`src/rtl/three_term_recurrence_checksum_unit_defines.svh`:
```
// Assertion macros shared by the checksum unit RTL.
`ifndef THREE_TERM_RECURRENCE_CHECKSUM_UNIT_DEFINES_SVH
`define THREE_TERM_RECURRENCE_CHECKSUM_UNIT_DEFINES_SVH

// The consequent must hold in the same cycle as the antecedent.
`define TTRC_ASSERT_SAME(label, ante, cons) \
	label: assert property (@(posedge clk) disable iff (!arst_n) (ante) |-> (cons)) \
		else $error("ttrc: same-cycle check failed");

// The consequent must hold in the cycle after the antecedent.
`define TTRC_ASSERT_NEXT(label, ante, cons) \
	label: assert property (@(posedge clk) disable iff (!arst_n) (ante) |=> (cons)) \
		else $error("ttrc: next-cycle check failed");

`endif

```
`src/rtl/ttrc_pkg.sv`:
```
// Types and constants of the three-term recurrence checksum unit.
`default_nettype none

package ttrc_pkg;

	// Recurrence state carried from one byte to the next.
	typedef struct packed {
		logic [15:0] earlier;
		logic [15:0] current;
		logic [7:0]  pos;
	} ttrc_state_t;

	localparam logic [7:0]  ALPHA_STEP   = 8'd17;
	localparam logic [7:0]  BETA_STEP    = 8'd31;
	localparam logic [15:0] START_OFFSET = 16'd7;
	localparam logic [15:0] FOLD_MOD     = 16'hFFFF;
	// 257 * 65535: lifts the worst negative difference above zero, and is 0 mod 65535.
	localparam logic [25:0] FOLD_BIAS    = 26'd16842495;

	localparam ttrc_state_t RESET_STATE = '{earlier: 16'd1, current: 16'd0, pos: 8'd0};

endpackage

`default_nettype wire

```
`src/rtl/three_term_recurrence_checksum_unit.sv`:
```
// Top level of the three-term recurrence checksum unit.
//
// A message arrives one byte per transfer on the input channel (data_byte,
// last_byte, in_valid, in_stall). After the byte marked last, one 16-bit
// checksum leaves on the output channel (checksum, out_valid, out_stall).
// A transfer happens at a rising edge where valid is high and stall is low.
//
// Throughput is one byte per cycle while in_stall is low: each byte is
// registered, then one recurrence step (two small multiplies and a mod-65535
// fold) updates the state in the following cycle, in time for the next byte.
// The checksum is loaded into the output register, with out_valid, when the
// last byte leaves the input register. The output register lets new bytes
// flow while a checksum waits.
//
// Reset clears the state to the start of a message and empties both
// registers. If the receiver stalls while a checksum waits, bytes keep
// flowing until the next last byte reaches the input register; it then
// holds there and in_stall rises until the checksum is taken.
`default_nettype none

module three_term_recurrence_checksum_unit
	import ttrc_pkg::*;
(
	input  wire logic        clk,
	input  wire logic        arst_n,
	input  wire logic        in_valid,
	output logic             in_stall,
	input  wire logic [7:0]  data_byte,
	input  wire logic        last_byte,
	output logic             out_valid,
	input  wire logic        out_stall,
	output logic [15:0]      checksum
);

	`include "three_term_recurrence_checksum_unit_defines.svh"

	logic        valid_s1;
	logic [7:0]  byte_s1;
	logic        last_s1;
	ttrc_state_t state_q;
	logic        at_start_q;
	ttrc_state_t step_next;
	logic        out_valid_q;
	logic [15:0] checksum_q;
	logic        advance;
	logic        in_xfer;

	// The stage moves on unless it holds a last byte and the result slot is blocked.
	assign advance  = valid_s1 && !(last_s1 && out_valid_q && out_stall);
	assign in_stall = valid_s1 && !advance;
	assign in_xfer  = in_valid && !in_stall;

	// Input register.
	always_ff @(posedge clk or negedge arst_n) begin
		if (!arst_n) begin
			valid_s1 <= 1'b0;
		end else if (in_xfer) begin
			valid_s1 <= 1'b1;
		end else if (advance) begin
			valid_s1 <= 1'b0;
		end
	end

	always_ff @(posedge clk) begin
		if (in_xfer) begin
			byte_s1 <= data_byte;
			last_s1 <= last_byte;
		end
	end

	ttrc_step u_step (
		.at_start   (at_start_q),
		.data_byte  (byte_s1),
		.cur_state  (state_q),
		.next_state (step_next)
	);

	// Recurrence state, restarted after each last byte.
	always_ff @(posedge clk or negedge arst_n) begin
		if (!arst_n) begin
			state_q    <= RESET_STATE;
			at_start_q <= 1'b1;
		end else if (advance) begin
			if (last_s1) begin
				state_q    <= RESET_STATE;
				at_start_q <= 1'b1;
			end else begin
				state_q    <= step_next;
				at_start_q <= 1'b0;
			end
		end
	end

	// Result register.
	always_ff @(posedge clk or negedge arst_n) begin
		if (!arst_n) begin
			out_valid_q <= 1'b0;
		end else if (advance && last_s1) begin
			out_valid_q <= 1'b1;
		end else if (!out_stall) begin
			out_valid_q <= 1'b0;
		end
	end

	always_ff @(posedge clk) begin
		if (advance && last_s1) begin
			checksum_q <= step_next.current;
		end
	end

	assign out_valid = out_valid_q;
	assign checksum  = checksum_q;

	// Checks on the recurrence and the flow control.
	`TTRC_ASSERT_SAME(a_fold_range, valid_s1 && !at_start_q, step_next.current != FOLD_MOD)
	`TTRC_ASSERT_NEXT(a_restart, advance && last_s1, at_start_q && out_valid_q)
	`TTRC_ASSERT_SAME(a_stall_cause, in_stall, valid_s1 && last_s1 && out_valid_q && out_stall)
	`TTRC_ASSERT_SAME(a_start_state, at_start_q, state_q == RESET_STATE)

endmodule

`default_nettype wire

```
`src/rtl/ttrc_step.sv`:
```
// One recurrence step: coefficients, the two products and the mod-65535 fold.
`default_nettype none

module ttrc_step
	import ttrc_pkg::*;
(
	input  wire logic        at_start,
	input  wire logic [7:0]  data_byte,
	input  wire ttrc_state_t cur_state,
	output ttrc_state_t      next_state
);

	logic [7:0]  alpha;
	logic [7:0]  beta;
	logic [8:0]  factor;
	logic [24:0] prod_cur;
	logic [23:0] prod_early;
	logic        negative;
	logic [25:0] biased;
	logic [16:0] fold1;
	logic [15:0] fold2;
	logic [15:0] reduced;

	// Position coefficients, both taken modulo 256.
	assign alpha  = 8'(cur_state.pos * ALPHA_STEP);
	assign beta   = 8'(cur_state.pos * BETA_STEP);
	assign factor = {1'b0, data_byte} + {1'b0, alpha};

	// The two independent products, with both operands widened to the product width.
	assign prod_cur   = {16'd0, factor} * {9'd0, cur_state.current};
	assign prod_early = {16'd0, beta} * {8'd0, cur_state.earlier};

	// A negative 64-bit wrap adds one after reduction; the bias keeps the value positive.
	assign negative = ({1'b0, prod_cur} < {2'b00, prod_early});
	assign biased   = {1'b0, prod_cur} + FOLD_BIAS + {25'd0, negative} - {2'b00, prod_early};

	// End-around fold of the upper bits, then one final correction.
	assign fold1   = {1'b0, biased[15:0]} + {7'd0, biased[25:16]};
	assign fold2   = fold1[15:0] + {15'd0, fold1[16]};
	assign reduced = (fold2 == FOLD_MOD) ? 16'd0 : fold2;

	// The first byte seeds the recurrence; later bytes shift the terms along.
	always_comb begin
		if (at_start) begin
			next_state.earlier = 16'd1;
			next_state.current = {8'd0, data_byte} + START_OFFSET;
			next_state.pos     = 8'd1;
		end else begin
			next_state.earlier = cur_state.current;
			next_state.current = reduced;
			next_state.pos     = cur_state.pos + 8'd1;
		end
	end

endmodule

`default_nettype wire
```
`config.mk`:
```
export PLATFORM = sky130hd
export DESIGN_NAME = three_term_recurrence_checksum_unit
export DESIGN_NICKNAME = d
export VERILOG_FILES = /design/src/rtl/ttrc_pkg.sv /design/src/rtl/three_term_recurrence_checksum_unit.sv /design/src/rtl/ttrc_step.sv
export VERILOG_INCLUDE_DIRS = /design/src /design/src/rtl
export SDC_FILE = /design/constraint.sdc
export NUM_CORES = 1
export LEC_CHECK = 0
export ABC_AREA = 1
export BUFFER_PORTS_ARGS = -buffer_cell sky130_fd_sc_hd__buf_2
export CORE_UTILIZATION = 50
export CTS_CLUSTER_DIAMETER = 150
export CTS_CLUSTER_SIZE = 40
export DETAILED_ROUTE_END_ITERATION = 8
export GPL_ROUTABILITY_DRIVEN = 0
export PLACE_DENSITY = 0.66
export RECOVER_POWER = 50
export SYNTH_ARGS = -nofsm -noshare
export SYNTH_HDL_FRONTEND = slang
export SYNTH_SLANG_ARGS = --single-unit
```
`constraint.sdc`:
```
create_clock -name clk -period 17.4 [get_ports clk]
set_clock_uncertainty 0.2 [all_clocks]
set_input_delay 0.87 -clock clk [delete_from_list [all_inputs] [get_ports clk]]
set_output_delay 0.87 -clock clk [all_outputs]
set_load 0.03 [all_outputs]
```
==> reports/metrics.yaml <==
cts:
  cts_buffers: 9
  cts_setup_buffers: 0
  cts_tree: "built"
  clockBufferDepth: 2
  h-tree-depth: 3
  cts.sinks: 68
  cts.clk_slew.worst_paths_ns: 0.06
  cts_hold_buf: 0
  clock_latency_ns: 0.35
  cts_resized: 0
  cts-root-buf: "clkbuf_16"
die:
  core_um2: 29800
  pin_count: 31
  dieWidth_um: 177
  num_rows: 63
  start_util: 0.511
  die_area_um2: 31200
  die_h_um: 177
setup_path:
  crit_type: "reg -> reg"
  critPathLaunchType: "flip-flop"
  crit_fanout: 18
  worstPathRequired_ns: 17.30
  cp-end-kind: "flip-flop"
  cp.arrival_ns: 15.65
  path_buf_inv: 14
  rrSetupSlack_ns: 1.64
  crit_family: "adder cells"
  critPathLaunch: "state_q[2]$_DFFE_PN0P_"
  crit_top_cell: "inv_1"
  cpPeakStageDelay_ns: 0.55
  rr_startpoint: "state_q[2]$_DFFE_PN0P_"
  crit_end: "checksum[12]$_DFFE_PP_"
  reg2reg_depth: 84
  cp_slowest_cell: "fa_1"
  cp.depth: 84
  rr_endpoint: "checksum[12]$_DFFE_PP_"
synth:
  yosys-top-cells-area: "fa_1 (27%), ha_1 (15%), inv_1 (12%)"
  yosys.area.top_type: "fa_1"
  synth_top_area_frac: 0.269
  syn-num-nets: 2429
  ys_ff_latch: 68
  synth_area_um2: 15200
  synth-warning-count: 0
  synth-edff-count: 25
  syn_area_per_cell_um2: 7.50
  async_reset_ff_frac: 0.632
  syn_inst: 2031
  synthFlopType: "dfrtp_1"
  ys_seq_area_frac: 0.120
  ys_types: 53
grt:
  overflow: 0
  grt_pass1_vias: 12600
  grt_max_degree: 44
  grt_antenna_before_repair: 0
  grt.total_usage: 0.262
  grt_pass1_wl_um: 63600
detailed_routing:
  drc: 0
  ant_nets: 0
  initialDrtViolationCount: 912
  vias_per_cell: 5.21
  wl_per_cell_um: 16.0
  via_count: 12600
  drtPass1Iterations: 5
  wirelength_um: 38900
worst_hold_path:
  hold_class: "reg -> reg"
finish:
  n_antenna_cell: 0
  drive_above_1_share: 0.0555
  final_nets: 2429
  area_growth_pct: 5.32
  fin_cells: 2426
place:
  port_buffers: 30
  dp_hpwl_um: 32900
  dpl.cell_count: 2410
  dp_slack_ns: 1.77
sta:
  max_freq_ghz: 0.0635
  finalCritPeriodShare: 0.905
  rsz0062_at_grt: "no"
  min_period_ns: 15.76
  fin_setup_tns_ns: 0
  maxSlewHeadroom: -0.724
  setup_viol: 0
  fin_ws_ns: 1.64
  drv_slew: 44
  worst_pin_slew_ns: 2.59
  hold_viol: 0
status:
  failed_checks: "max-capacitance violations, max-slew violations"
  status: "finished, violations left"
flow_run:
  drv_cap: 1
==> cell usage in the layout (no fill, tap or decap), types with 5 or more instances in the layout <==
cell / instances
a21boi_0: 5
clkbuf_16: 12
or2_2: 10
buf_2: 15
nand2_4: 5
nand2_1: 458
nor3_1: 10
nand4_1: 21
o22ai_1: 16
inv_1: 476
o21ai_0: 34
nor2_2: 9
inv_2: 14
a31oi_1: 7
xnor2_1: 26
nand2_2: 22
a21oi_1: 81
nand3_2: 9
edfxtp_1: 25
dfrtp_1: 41
nand3_1: 65
fa_1: 205
xor2_1: 44
ha_1: 180
o21bai_1: 6
clkbuf_1: 17
nor2_1: 177
==> cells by family after synthesis <==
kind of cell             share of synthesized area
AND/OR/NAND/NOR                              0.225
buffers and inverters                        0.133
adder cells (fa/ha/maj)                      0.417
AO/OA/AOI/OAI                               0.0644
XOR/XNOR                                    0.0403
flip-flops                                   0.120
==> worst min-delay path by stage <==
stage                     cells after the start                  start                endpoint
after floorplan                               2   valid_s1$_DFFE_PN0P_  state_q[1]$_DFFE_PN0P_
after global placement                        2  out_valid$_DFFE_PN0P_   out_valid$_DFFE_PN0P_
after detailed placement                      2  out_valid$_DFFE_PN0P_   out_valid$_DFFE_PN0P_
after CTS                                     2  out_valid$_DFFE_PN0P_   out_valid$_DFFE_PN0P_
after global routing                          2  out_valid$_DFFE_PN0P_   out_valid$_DFFE_PN0P_
final                                         2  out_valid$_DFFE_PN0P_   out_valid$_DFFE_PN0P_
==> worst min-delay path, delay by kind of cell, from the launching register on <==
kind	cells	cell delay, ns
DFF	1	0.37
and+or+nand+nor	2	0.11
==> cells in the mapped netlist (9+ instances only) <==
library cell  count
nand2_2          22
nand3_2           9
o21ai_0          34
inv_1           476
dfrtp_1          41
nand3_1          65
nand4_1          21
inv_2            14
or2_2            10
xor2_1           44
nor3_1           10
fa_1            205
edfxtp_1         25
nor2_1          177
nand2_1         458
nor2_2            9
xnor2_1          26
ha_1            180
a21oi_1          81
clkbuf_1         35
o22ai_1          16
==> final cells by class <==
cell class	count	area, µm²
clock inverters	3	47.5
inverters	491	1840
fillers	2917	13800
clock buffers	13	304
well taps	390	488
repair buffers	34	158
multi-input cells	1427	11400
flip-flops and latches	68	1830
==> per-stage QoR <==
step / hold WS (ns) / instance area, µm² / utilization
after global routing: 0.361 / 16000 / 0.538
after global placement: 0.293 / 15700 / 0.527
after floorplan: 0.323 / 15200 / -
final: 0.316 / 16000 / 0.538
after detailed placement: 0.297 / 15700 / 0.527
after CTS: 0.316 / 16100 / 0.539
==> metal layers <==
layer	up-vias	GRT usage	routed length, µm
met4	0	0.0639	691
met1	6113	0.362	17500
met2	330	0.442	19100
li1	6138	-	-
met3	55	0.0243	1640
met5	-	0	0
==> flip-flops by register name, indices dropped and copies added, names as in the netlist <==
name        count
state_q        40
checksum       16
byte_s1         8
at_start_q      1
last_s1         1
out_valid       1
valid_s1        1
Power is left out: the tool's default activity adds up to more than one toggle a clock period on the data nets, which glitch-free logic cannot reach.
